`src/hdl/ckst_pkg.sv`:
```
`default_nettype none

package ckst_pkg;

  localparam logic [7:0] KEY_ESC   = 8'h1B;
  localparam logic [7:0] KEY_DEL   = 8'h7F;
  localparam logic [7:0] CH_LBRACK = 8'h5B;
  localparam logic [7:0] CH_TILDE  = 8'h7E;
  localparam logic [7:0] CH_THREE  = 8'h33;
  localparam logic [7:0] CH_UPPER_O = 8'h4F;
  localparam logic [7:0] CH_UPPER_A = 8'h41;
  localparam logic [7:0] CH_UPPER_D = 8'h44;

  localparam int unsigned MAX_BYTES = 5;

  typedef enum logic [1:0] {
    PH_IDLE = 2'd0,
    PH_ESC  = 2'd1,
    PH_CSI  = 2'd2
  } phase_e;

  typedef logic [MAX_BYTES-1:0][7:0] seq_t;

  // translated sequence for one request, first byte in entry 0
  typedef struct packed {
    seq_t       bytes;
    logic [2:0] cnt;
    phase_e     phase_next;
  } xlate_t;

  typedef struct packed {
    logic       hit;
    logic       wide;
    logic [7:0] tens;
    logic [7:0] ones;
  } tilde_t;

  // ESC [ n ~ key numbers as ascii digits
  function automatic tilde_t tilde_code(input logic [7:0] c);
    tilde_t t;
    t = '{hit: 1'b1, wide: 1'b0, tens: 8'h30, ones: 8'h30};
    case (c)
      8'h4C: t.ones = 8'h32;
      8'h48: t.ones = 8'h34;
      8'h49: t.ones = 8'h35;
      8'h47: t.ones = 8'h36;
      8'h4D: begin t.wide = 1'b1; t.tens = 8'h31; t.ones = 8'h31; end
      8'h4E: begin t.wide = 1'b1; t.tens = 8'h31; t.ones = 8'h32; end
      8'h4F: begin t.wide = 1'b1; t.tens = 8'h31; t.ones = 8'h33; end
      8'h50: begin t.wide = 1'b1; t.tens = 8'h31; t.ones = 8'h34; end
      8'h51: begin t.wide = 1'b1; t.tens = 8'h31; t.ones = 8'h35; end
      8'h52: begin t.wide = 1'b1; t.tens = 8'h31; t.ones = 8'h37; end
      8'h53: begin t.wide = 1'b1; t.tens = 8'h31; t.ones = 8'h38; end
      8'h54: begin t.wide = 1'b1; t.tens = 8'h31; t.ones = 8'h39; end
      8'h55: begin t.wide = 1'b1; t.tens = 8'h32; t.ones = 8'h30; end
      8'h56: begin t.wide = 1'b1; t.tens = 8'h32; t.ones = 8'h31; end
      8'h57: begin t.wide = 1'b1; t.tens = 8'h32; t.ones = 8'h33; end
      8'h58: begin t.wide = 1'b1; t.tens = 8'h32; t.ones = 8'h34; end
      default: t.hit = 1'b0;
    endcase
    return t;
  endfunction

endpackage

`default_nettype wire

```
`src/hdl/ckst_xlate.sv`:
```
`default_nettype none

module ckst_xlate
  import ckst_pkg::*;
(
  input  logic [7:0] byte_i,
  input  logic       eob_i,
  input  phase_e     phase_i,
  input  logic       mode_i,
  output xlate_t     xl_o
);

  logic [3:0][7:0] ib;
  logic [2:0]      icnt;
  phase_e          iphase;
  tilde_t          tc;

  assign tc = tilde_code(byte_i);

  // handling of a byte with nothing pending
  always_comb begin
    ib     = '0;
    icnt   = 3'd0;
    iphase = PH_IDLE;
    if (byte_i == KEY_DEL) begin
      ib   = {CH_TILDE, CH_THREE, CH_LBRACK, KEY_ESC};
      icnt = 3'd4;
    end else if (byte_i == KEY_ESC) begin
      if (eob_i) begin
        ib[0] = KEY_ESC;
        icnt  = 3'd1;
      end else begin
        iphase = PH_ESC;
      end
    end else begin
      ib[0] = byte_i;
      icnt  = 3'd1;
    end
  end

  always_comb begin
    xl_o = '{bytes: '0, cnt: 3'd0, phase_next: PH_IDLE};
    case (phase_i)
      PH_ESC: begin
        if (byte_i == CH_LBRACK) begin
          if (eob_i) begin
            xl_o.bytes[0] = KEY_ESC;
            xl_o.bytes[1] = CH_LBRACK;
            xl_o.cnt      = 3'd2;
          end else begin
            xl_o.phase_next = PH_CSI;
          end
        end else begin
          // held ESC goes out ahead of the byte
          xl_o.bytes      = {ib, KEY_ESC};
          xl_o.cnt        = icnt + 3'd1;
          xl_o.phase_next = iphase;
        end
      end
      PH_CSI: begin
        xl_o.bytes[0] = KEY_ESC;
        if (byte_i >= CH_UPPER_A && byte_i <= CH_UPPER_D) begin
          xl_o.bytes[1] = mode_i ? CH_UPPER_O : CH_LBRACK;
          xl_o.bytes[2] = byte_i;
          xl_o.cnt      = 3'd3;
        end else begin
          xl_o.bytes[1] = CH_LBRACK;
          if (!tc.hit) begin
            xl_o.bytes[2] = byte_i;
            xl_o.cnt      = 3'd3;
          end else if (tc.wide) begin
            xl_o.bytes[2] = tc.tens;
            xl_o.bytes[3] = tc.ones;
            xl_o.bytes[4] = CH_TILDE;
            xl_o.cnt      = 3'd5;
          end else begin
            xl_o.bytes[2] = tc.ones;
            xl_o.bytes[3] = CH_TILDE;
            xl_o.cnt      = 3'd4;
          end
        end
      end
      default: begin
        xl_o.bytes      = {8'h00, ib};
        xl_o.cnt        = icnt;
        xl_o.phase_next = iphase;
      end
    endcase
  end

endmodule

`default_nettype wire

```
`src/hdl/ckst_out.sv`:
```
`default_nettype none

module ckst_out
  import ckst_pkg::*;
(
  input  logic       clk_i,
  input  logic       rst_ni,
  input  logic       load_i,
  input  seq_t       bytes_i,
  input  logic [2:0] cnt_i,
  input  logic       eob_i,
  output logic       free_o,
  output logic       m_axis_tvalid,
  input  logic       m_axis_tready,
  output logic [7:0] m_axis_tdata,   // out_byte
  output logic       m_axis_tlast,   // last_of_run
  output logic       m_axis_tuser    // buffer_end
);

  seq_t       buf_q, buf_d;
  logic [2:0] rem_q, rem_d;
  logic       eob_q, eob_d;
  logic       pop;

  assign pop           = m_axis_tvalid && m_axis_tready;
  assign free_o        = (rem_q == 3'd0) || (rem_q == 3'd1 && m_axis_tready);
  assign m_axis_tvalid = rem_q != 3'd0;
  assign m_axis_tdata  = buf_q[0];
  assign m_axis_tlast  = rem_q == 3'd1;
  assign m_axis_tuser  = (rem_q == 3'd1) && eob_q;

  always_comb begin
    buf_d = buf_q;
    rem_d = rem_q;
    eob_d = eob_q;
    if (pop) begin
      buf_d = {8'h00, buf_q[MAX_BYTES-1:1]};
      rem_d = rem_q - 3'd1;
    end
    if (load_i) begin
      buf_d = bytes_i;
      rem_d = cnt_i;
      eob_d = eob_i;
    end
  end

  always_ff @(posedge clk_i or negedge rst_ni) begin
    if (!rst_ni) begin
      rem_q <= 3'd0;
    end else begin
      rem_q <= rem_d;
    end
  end

  always_ff @(posedge clk_i) begin
    buf_q <= buf_d;
    eob_q <= eob_d;
  end

  a_rem_range: assert property (@(posedge clk_i) disable iff (!rst_ni)
    rem_q <= 3'd5)
    else $error("byte count out of range");

  a_load_free: assert property (@(posedge clk_i) disable iff (!rst_ni)
    load_i |-> (rem_q == 3'd0) || (pop && rem_q == 3'd1))
    else $error("load over pending bytes");

  a_drain: assert property (@(posedge clk_i) disable iff (!rst_ni)
    (pop && !load_i && rem_q == 3'd1) |=> !m_axis_tvalid)
    else $error("output valid after last byte");

  a_advance: assert property (@(posedge clk_i) disable iff (!rst_ni)
    (pop && !load_i && rem_q > 3'd1) |=> rem_q == $past(rem_q) - 3'd1)
    else $error("byte count did not advance");

endmodule

`default_nettype wire

```
`src/hdl/console_key_sequence_translator.sv`:
```
`default_nettype none

// Console key sequence translator: rewrites a keyboard byte stream into
// VT100-style sequences. DEL becomes ESC [ 3 ~; ESC [ x becomes ESC O x for
// arrows in application cursor mode, ESC [ n ~ for Insert, Home, page keys
// and F1 to F12, and passes through unchanged otherwise. ESC and ESC [ are
// held until the next byte and flushed when s_axis_tlast marks the end of a
// buffer. Each request is translated combinationally into an output buffer
// of up to five bytes, which leaves on the master side one byte per cycle
// while m_axis_tready is high; tlast marks the final byte caused by a request,
// tuser that this request ended a buffer. A request holds the output buffer
// until its bytes have left, and requests that cause no bytes are not loaded;
// the next request can be taken in the same cycle as the last byte of the
// previous one. cfg_data_i[0] sets cursor-key mode (reset 0); the user must
// write it only while the block is idle; the block itself does not enforce it.
module console_key_sequence_translator
  import ckst_pkg::*;
(
  input  logic       clk_i,
  input  logic       rst_ni,
  // configuration
  input  logic       cfg_valid_i,
  output logic       cfg_ready_o,
  input  logic       cfg_data_i,      // app cursor keys
  // input stream
  input  logic       s_axis_tvalid,
  output logic       s_axis_tready,
  input  logic [7:0] s_axis_tdata,    // in_byte
  input  logic       s_axis_tlast,    // end_of_buffer
  // output stream
  output logic       m_axis_tvalid,
  input  logic       m_axis_tready,
  output logic [7:0] m_axis_tdata,    // out_byte
  output logic       m_axis_tlast,    // last_of_run
  output logic       m_axis_tuser     // buffer_end
);

  phase_e phase_q, phase_d;
  logic   mode_q, mode_d;
  xlate_t xl;
  logic   accept;
  logic   free;

  assign cfg_ready_o   = 1'b1;
  assign s_axis_tready = free;
  assign accept        = s_axis_tvalid && s_axis_tready;

  // translation of the incoming byte against the pending prefix
  ckst_xlate u_xlate (
    .byte_i  (s_axis_tdata),
    .eob_i   (s_axis_tlast),
    .phase_i (phase_q),
    .mode_i  (mode_q),
    .xl_o    (xl)
  );

  // prefix state moves on every accepted request
  assign phase_d = accept ? xl.phase_next : phase_q;
  assign mode_d  = (cfg_valid_i && cfg_ready_o) ? cfg_data_i : mode_q;

  always_ff @(posedge clk_i or negedge rst_ni) begin
    if (!rst_ni) begin
      phase_q <= PH_IDLE;
      mode_q  <= 1'b0;
    end else begin
      phase_q <= phase_d;
      mode_q  <= mode_d;
    end
  end

  // output buffer and byte serializer; empty sequences are not loaded
  ckst_out u_out (
    .clk_i         (clk_i),
    .rst_ni        (rst_ni),
    .load_i        (accept && (xl.cnt != 3'd0)),
    .bytes_i       (xl.bytes),
    .cnt_i         (xl.cnt),
    .eob_i         (s_axis_tlast),
    .free_o        (free),
    .m_axis_tvalid (m_axis_tvalid),
    .m_axis_tready (m_axis_tready),
    .m_axis_tdata  (m_axis_tdata),
    .m_axis_tlast  (m_axis_tlast),
    .m_axis_tuser  (m_axis_tuser)
  );

endmodule

`default_nettype wire

```
`config.mk`:
```
export PLATFORM = sky130hd
export DESIGN_NAME = console_key_sequence_translator
export DESIGN_NICKNAME = d
export VERILOG_FILES = /design/src/hdl/ckst_pkg.sv /design/src/hdl/ckst_xlate.sv /design/src/hdl/ckst_out.sv /design/src/hdl/console_key_sequence_translator.sv
export SDC_FILE = /design/constraint.sdc
export NUM_CORES = 1
export LEC_CHECK = 0
export BUFFER_PORTS_ARGS = -buffer_cell sky130_fd_sc_hd__buf_2
export CORE_UTILIZATION = 59
export DETAILED_ROUTE_END_ITERATION = 16
export HOLD_SLACK_MARGIN = 0.08
export PLACE_DENSITY = 0.85
export SETUP_SLACK_MARGIN = 0.05
export SYNTH_ARGS = -nofsm -noshare
export SYNTH_HDL_FRONTEND = slang
export SYNTH_SLANG_ARGS = --single-unit
export TNS_END_PERCENT = 20
```
`constraint.sdc`:
```
create_clock -name clk_i -period 3.87 [get_ports clk_i]
set_input_delay 0.5805 -clock clk_i [delete_from_list [all_inputs] [get_ports clk_i]]
set_output_delay 0.5805 -clock clk_i [all_outputs]
set_load 0.05 [all_outputs]
```
==> run summary, run 1 <==
clock-pin slew on the worst setup and hold paths = 80 ps
total setup buffers inserted after CTS = 0
ratio of cells with drive above 1 in the final layout = 0.150
cell at the root of the clock tree = sky130_fd_sc_hd__clkbuf_8
flip-flop cell with the highest count after synthesis = sky130_fd_sc_hd__edfxtp_1
worst-case clock buffer depth = 2
DP Wirelength = 4150 µm
Relative slew margins = 0.596
max-capacitance violation count = 0
number of buffers inserted during clock tree synthesis = 5
Critical R2R Launch = phase_q[0]$_DFFE_PN0P_
routed length per instance = 16.8 µm
starting DRC count in detailed routing = 279
pin count of the biggest net entering global routing = 35
post-synthesis instance area = 2590 µm²
RSZ-0062 raised after global routing = false
area growth from synthesis to layout = 6.46%
wire length of the first global-routing pass = 9700 µm
EDFF count, synth = 32
Leakage Power = 1.11 nW
maximum frequency from static timing analysis = 0.334 GHz
critical path data required time = 3900 ps
data arrival time at the worst-slack endpoint = 3020 ps
met2 usage = 0.431
clk sinks = 38
portion of the post-synthesis area used by sequential elements = 0.428
Cell variety after synth = 56
transition time at the pin with the least slew margin = 601 ps
number of routed nets with antenna violations = 0
fin nets = 320
Net Count, Synth = 317
Fin Setup TNS = 0 ps
most used routing layer in global routing = met2
highest-count cells in the layout ignoring fill and taps = sky130_fd_sc_hd__nand2_1 (45), sky130_fd_sc_hd__edfxtp_1 (32), sky130_fd_sc_hd__buf_2 (26), sky130_fd_sc_hd__nor2_1 (23), sky130_fd_sc_hd__a21oi_1 (23)
maximum clock skew at final layout = 4.66 ps
width of the chip = 68.3 µm
Global Route met1 Usage = 0.421
Global Route met3 Usage = 0.0500
final number of hold-violating endpoints = 0
CTS H-tree lvls = 2
PnR worst setup slack = 876 ps
antenna diode count = 0
vias in the first global route = 1947
number of search-and-repair iterations in the first detailed-routing pass = 5
kind of critical path = reg -> reg
R2R Setup Slk = 880 ps
largest fanout on the critical path = 34
worst hold margin = 102 ps
mean number of vias per cell = 6.49
class of the worst hold path = in -> async
number of remaining DRC errors = 0
post-synthesis average cell area = 8.74 µm²
chip height = 68.3 µm
area enclosed by the die boundary = 4670 µm²
clock insertion delay at the later pin of the skew report = 290 ps
CP startpoint kind = flip-flop
period utilisation layout = 0.774
floorplan row count = 23
final weighted congestion of routability-driven global placement = 0.965
wire length after detailed routing = 5890 µm
effective utilization at floorplan = 0.631
remaining global-route overflow = 0
FFs w/ async S/R, synth = 0.158
Synth warnings = 0
CTS-repair resized insts = 0
TritonCTS clock tree = built
antenna violations before repair = 0
PD cells = 707 nW/µm²
Top Ports = 28
post-synthesis cell count = 297
port buffer count = 26
fill cell total of the finished layout = 346
reg-to-reg endpoint = u_out.buf_q[27]$_DFFE_PP_
Max VDD drop = 342 µV
number of setup violations in the final report = 0
CTS Hold Buffers Added = 0
Period minus WS final = 2990 ps
cell depth of the worst flop-to-flop path = 8
max-slew violation count = 0
run status = finished, final reports clean
GR Util All Layers = 0.286
element type at the critical path end = flip-flop
post-placement setup slack = 591 ps
Std-Cell Core Area = 4120 µm²
most frequent standard cell in the layout excluding fill and tap cells = sky130_fd_sc_hd__nand2_1
synthesized flop and latch total = 38
number of vias in the routed layout = 2278
==> final cells by class <==
class	instances	area, µm²	area share
clock buffer	5	68.8	0.0249
clock inverter	3	63.8	0.0231
inverter	12	45.0	0.0163
multi-input combinational	215	1270	0.458
sequential	38	1110	0.402
tap	50	62.6	0.0226
timing repair buffer	28	145	0.0525
==> Yosys cell counts (2+ instances only) <==
cell                       number  share of area
sky130_fd_sc_hd__nor3_1         4         0.0077
sky130_fd_sc_hd__nand2b_1       3         0.0072
sky130_fd_sc_hd__a21oi_1       23          0.044
sky130_fd_sc_hd__and3_1         3         0.0072
sky130_fd_sc_hd__o22ai_1        2         0.0048
sky130_fd_sc_hd__buf_4          9          0.026
sky130_fd_sc_hd__edfxtp_1      32           0.37
sky130_fd_sc_hd__o31ai_1        2         0.0058
sky130_fd_sc_hd__nor2b_1        8          0.019
sky130_fd_sc_hd__mux2_2         2         0.0087
sky130_fd_sc_hd__a22oi_1        3         0.0087
sky130_fd_sc_hd__buf_6          2         0.0087
sky130_fd_sc_hd__o21ai_0       22          0.042
sky130_fd_sc_hd__clkbuf_1      17          0.025
sky130_fd_sc_hd__buf_2          3         0.0058
sky130_fd_sc_hd__a32o_1         2         0.0077
sky130_fd_sc_hd__ha_1           5          0.024
sky130_fd_sc_hd__nor2_1        23          0.033
sky130_fd_sc_hd__a22o_1         2         0.0068
sky130_fd_sc_hd__a211oi_1       6          0.017
sky130_fd_sc_hd__a21boi_0       3         0.0087
sky130_fd_sc_hd__xnor2_1        2         0.0068
sky130_fd_sc_hd__a21o_1         8          0.023
sky130_fd_sc_hd__dfrtp_1        6          0.058
sky130_fd_sc_hd__and2_1         2         0.0048
sky130_fd_sc_hd__a31oi_1        4         0.0096
sky130_fd_sc_hd__nand3_1       12          0.023
sky130_fd_sc_hd__or4_1          4          0.012
sky130_fd_sc_hd__or2_2          2         0.0048
sky130_fd_sc_hd__inv_1         11          0.016
sky130_fd_sc_hd__nand2_1       45          0.065
==> power breakdown <==
| group | internal, mW | total (mW) | switching [mW] |
|---|---|---|---|
| registers | 0.718 | 0.779 | 0.0615 |
| logic | 0.221 | 0.775 | 0.554 |
| clock network | 0.255 | 0.398 | 0.143 |
==> metrics by stage <==
step                       util  std cells  cell area [µm²]  total power [mW]
after floorplan               -        297             2590              1.45
after global placement    0.639        343             2630              1.52
after detailed placement  0.639        343             2630              1.56
after CTS                 0.671        351             2760              1.95
after global routing      0.671        351             2760              2.06
final                     0.671        351             2760              1.95
==> critical path, cell delays in order (launching register included) <==
cell and delay (ps):
sky130_fd_sc_hd__dfrtp_1 350, sky130_fd_sc_hd__inv_1 60, sky130_fd_sc_hd__ha_1 500, sky130_fd_sc_hd__nor2_1 500
sky130_fd_sc_hd__a21boi_0 540, sky130_fd_sc_hd__o31ai_4 120, sky130_fd_sc_hd__buf_4 270, sky130_fd_sc_hd__a22oi_1 250
sky130_fd_sc_hd__o21ai_0 130
==> registers in the layout, summed over array words and instances (netlist names) <==
register,count
mode_q,1
phase_q,2
u_out.buf_q,23
u_out.eob_q,1
u_out.m_axis_tdata,8
u_out.rem_q,3
==> worst max-delay path by stage <==
stage	startpoint	to	slack (ps)	depth (start not counted)
2_1_floorplan	s_axis_tdata[6]	u_out.buf_q[10]$_DFFE_PP_	560	6
3_3_place_gp	s_axis_tdata[2]	u_out.buf_q[23]$_SDFFCE_PN0P_	680	8
3_5_place_dp	s_axis_tdata[2]	u_out.m_axis_tdata[4]$_DFFE_PP_	590	8
4_1_cts	s_axis_tdata[2]	u_out.m_axis_tdata[4]$_DFFE_PP_	890	8
5_1_grt	s_axis_tdata[2]	u_out.m_axis_tdata[4]$_DFFE_PP_	750	8
6_report	phase_q[0]$_DFFE_PN0P_	u_out.buf_q[27]$_DFFE_PP_	880	8
==> per-layer routing <==
metal	vias to the layer above	wire [µm]
li1	1072	-
met1	1050	2510
met2	144	2670
met3	12	594
met4	0	117
met5	-	0
==> logic make-up (layout without fill, tap and decap cells) <==
group	Yosys count	after routing	synth area share
buf+inv	44	48	0.0839
flops	38	38	0.428
compound gates	89	89	0.228
simple gates	115	115	0.215
other cells	1	1	0.00145
xor+xnor	2	2	0.00675
fa+ha+maj	5	5	0.0241
mux	3	3	0.0125
Power figures use the tool's default switching activity.
==> inputs of run 2 (changes only) <==
Clock period 3.87 ns to 3 ns, I/O delays scaled along.
==> run 2 against run 1 <==
Via count increased by 3.7%. Core utilization increased by 2.4 points. Power increased by 30%.
==> run summary, run 2 (synthesis results as in run 1) <==
CTS H-tree lvls = 2
PD cells = 888 nW/µm²
DP Wirelength = 4320 µm
number of setup violations in the final report = 0
pin count of the biggest net entering global routing = 35
cell at the root of the clock tree = sky130_fd_sc_hd__clkbuf_8
critical path data required time = 3050 ps
element type at the critical path end = flip-flop
final weighted congestion of routability-driven global placement = 0.961
Cell Chain, Critical Path = buf_2 -> or4_1 -> a211oi_1 -> mux2_2 -> o31ai_4 -> buf_12 -> a211oi_1 -> a21o_1
RSZ-0062 raised after global routing = false
post-placement setup slack = 121 ps
width of the chip = 68.3 µm
CP startpoint kind = primary input
kind of critical path = in -> reg
Max VDD drop = 437 µV
effective utilization at floorplan = 0.631
class of the worst hold path = in -> reg
min-delay src = cfg_data_i
Top Ports = 28
starting DRC count in detailed routing = 339
floorplan row count = 23
number of vias in the routed layout = 2362
worst-case clock buffer depth = 2
area growth from synthesis to layout = 10.3%
clock-pin slew on the worst setup and hold paths = 70 ps
ratio of cells with drive above 1 in the final layout = 0.179
core utilization of the finished layout = 0.696
largest fanout on the critical path = 34
mean number of vias per cell = 6.52
Period minus WS final = 2580 ps
GR Util All Layers = 0.313
number of search-and-repair iterations in the first detailed-routing pass = 6
max-capacitance violation count = 0
Buffers & Inverters on Critical Path = 2
chip height = 68.3 µm
highest-count cells in the layout ignoring fill and taps = sky130_fd_sc_hd__nand2_1 (44), sky130_fd_sc_hd__edfxtp_1 (32), sky130_fd_sc_hd__buf_2 (26), sky130_fd_sc_hd__nor2_1 (23), sky130_fd_sc_hd__a21oi_1 (23)
Relative slew margins = 0.644
most frequent standard cell in the layout excluding fill and tap cells = sky130_fd_sc_hd__nand2_1
PnR worst setup slack = 421 ps
Leakage Power = 1.17 nW
maximum frequency from static timing analysis = 0.388 GHz
area enclosed by the die boundary = 4670 µm²
routed length per instance = 16.9 µm
vias in the first global route = 2129
remaining global-route overflow = 0
final number of hold-violating endpoints = 0
antenna violations before repair = 0
transition time at the pin with the least slew margin = 529 ps
port buffer count = 26
Fin Setup TNS = 0 ps
wire length after detailed routing = 6110 µm
data arrival time at the worst-slack endpoint = 2630 ps
number of remaining DRC errors = 0
total setup buffers inserted after CTS = 0
dominant cell type by count on the critical path = sky130_fd_sc_hd__a211oi_1
period utilisation layout = 0.860
Critical R2R Launch = phase_q[0]$_DFFE_PN0P_
maximum clock skew at final layout = 5.81 ps
clock insertion delay at the later pin of the skew report = 290 ps
Critical Path Source = s_axis_tdata[5]
number of buffers inserted during clock tree synthesis = 5
TritonCTS clock tree = built
register ranked first by flip-flop count = u_out.buf_q
wire length of the first global-routing pass = 10500 µm
number of routed nets with antenna violations = 0
clk sinks = 38
power consumption = 2.54 mW
flip-flop count of the largest register after layout = 23
antenna diode count = 0
run status = finished, final reports clean
worst hold margin = 397 ps
max-slew violation count = 0
CTS-repair resized insts = 0
Worst path top cell family by delay = compound AO/OA/AOI/OAI gates
Std-Cell Core Area = 4120 µm²
fin nets = 331
delay of the slowest cell on the worst path = 510 ps
slowest cell on the critical path = sky130_fd_sc_hd__or4_1
-- run 2: cell types whose count changed in the layout (fill, tap and decap cells not counted) --
cell | before | now
sky130_fd_sc_hd__buf_4 | 2 | 11
sky130_fd_sc_hd__buf_12 | 0 | 1
sky130_fd_sc_hd__dlygate4sd3_1 | 0 | 1
sky130_fd_sc_hd__nand2_1 | 45 | 44
sky130_fd_sc_hd__nand2_2 | 0 | 1
-- run 2: power breakdown --
| group | switching (mW) | total [mW] | internal [mW] | leakage [nW] |
|---|---|---|---|---|
| Sequential | 0.0809 | 1.01 | 0.926 | 0.393 |
| Combinational | 0.717 | 1.03 | 0.311 | 0.712 |
| Clock | 0.178 | 0.507 | 0.329 | 0.0658 |
-- run 2: final cells by class --
type	count	area, µm²
inverters	12	45.0
well taps	50	62.6
multi-input cells	215	1270
flip-flops and latches	38	1110
fillers	316	1250
clock buffers	5	68.8
repair buffers	39	243
clock inverters	3	63.8
-- run 2: final timing paths --
| path | end | slack [ps] | depth (start not counted) |
|---|---|---|---|
| min in group asynchronous | u_out.rem_q[2]$_DFFE_PN0P_ | 510 | 2 |
| hold / removal | mode_q$_DFFE_PN0P_ | 400 | 2 |
| hold reg to reg | u_out.buf_q[15]$_DFFE_PP_ | 510 | 2 |
| setup reg to reg | u_out.m_axis_tdata[4]$_DFFE_PP_ | 590 | 8 |
| setup / recovery | u_out.m_axis_tdata[4]$_DFFE_PP_ | 420 | 8 |
| max in group asynchronous | u_out.rem_q[1]$_DFFE_PN0P_ | 2340 | 2 |
-- run 2: repair_timing --
action | CTS | global route
endpoints found under the setup margin | 0 | 0
endpoints found under the hold margin | 6 | 0
hold buffers | 1 | 0
-- run 2: layer usage --
layer,global-route usage,vias up,wire [µm]
li1,-,1088,-
met1,0.420,1062,2470
met2,0.464,185,2800
met3,0.0867,27,650
met4,0.143,0,193
met5,0,-,0
-- run 2: per-stage QoR --
stage	instances	instance area [µm²]
final	362	2860
after global routing	362	2860
after CTS	362	2860
after detailed placement	353	2720
after global placement	353	2720
after floorplan	297	2600
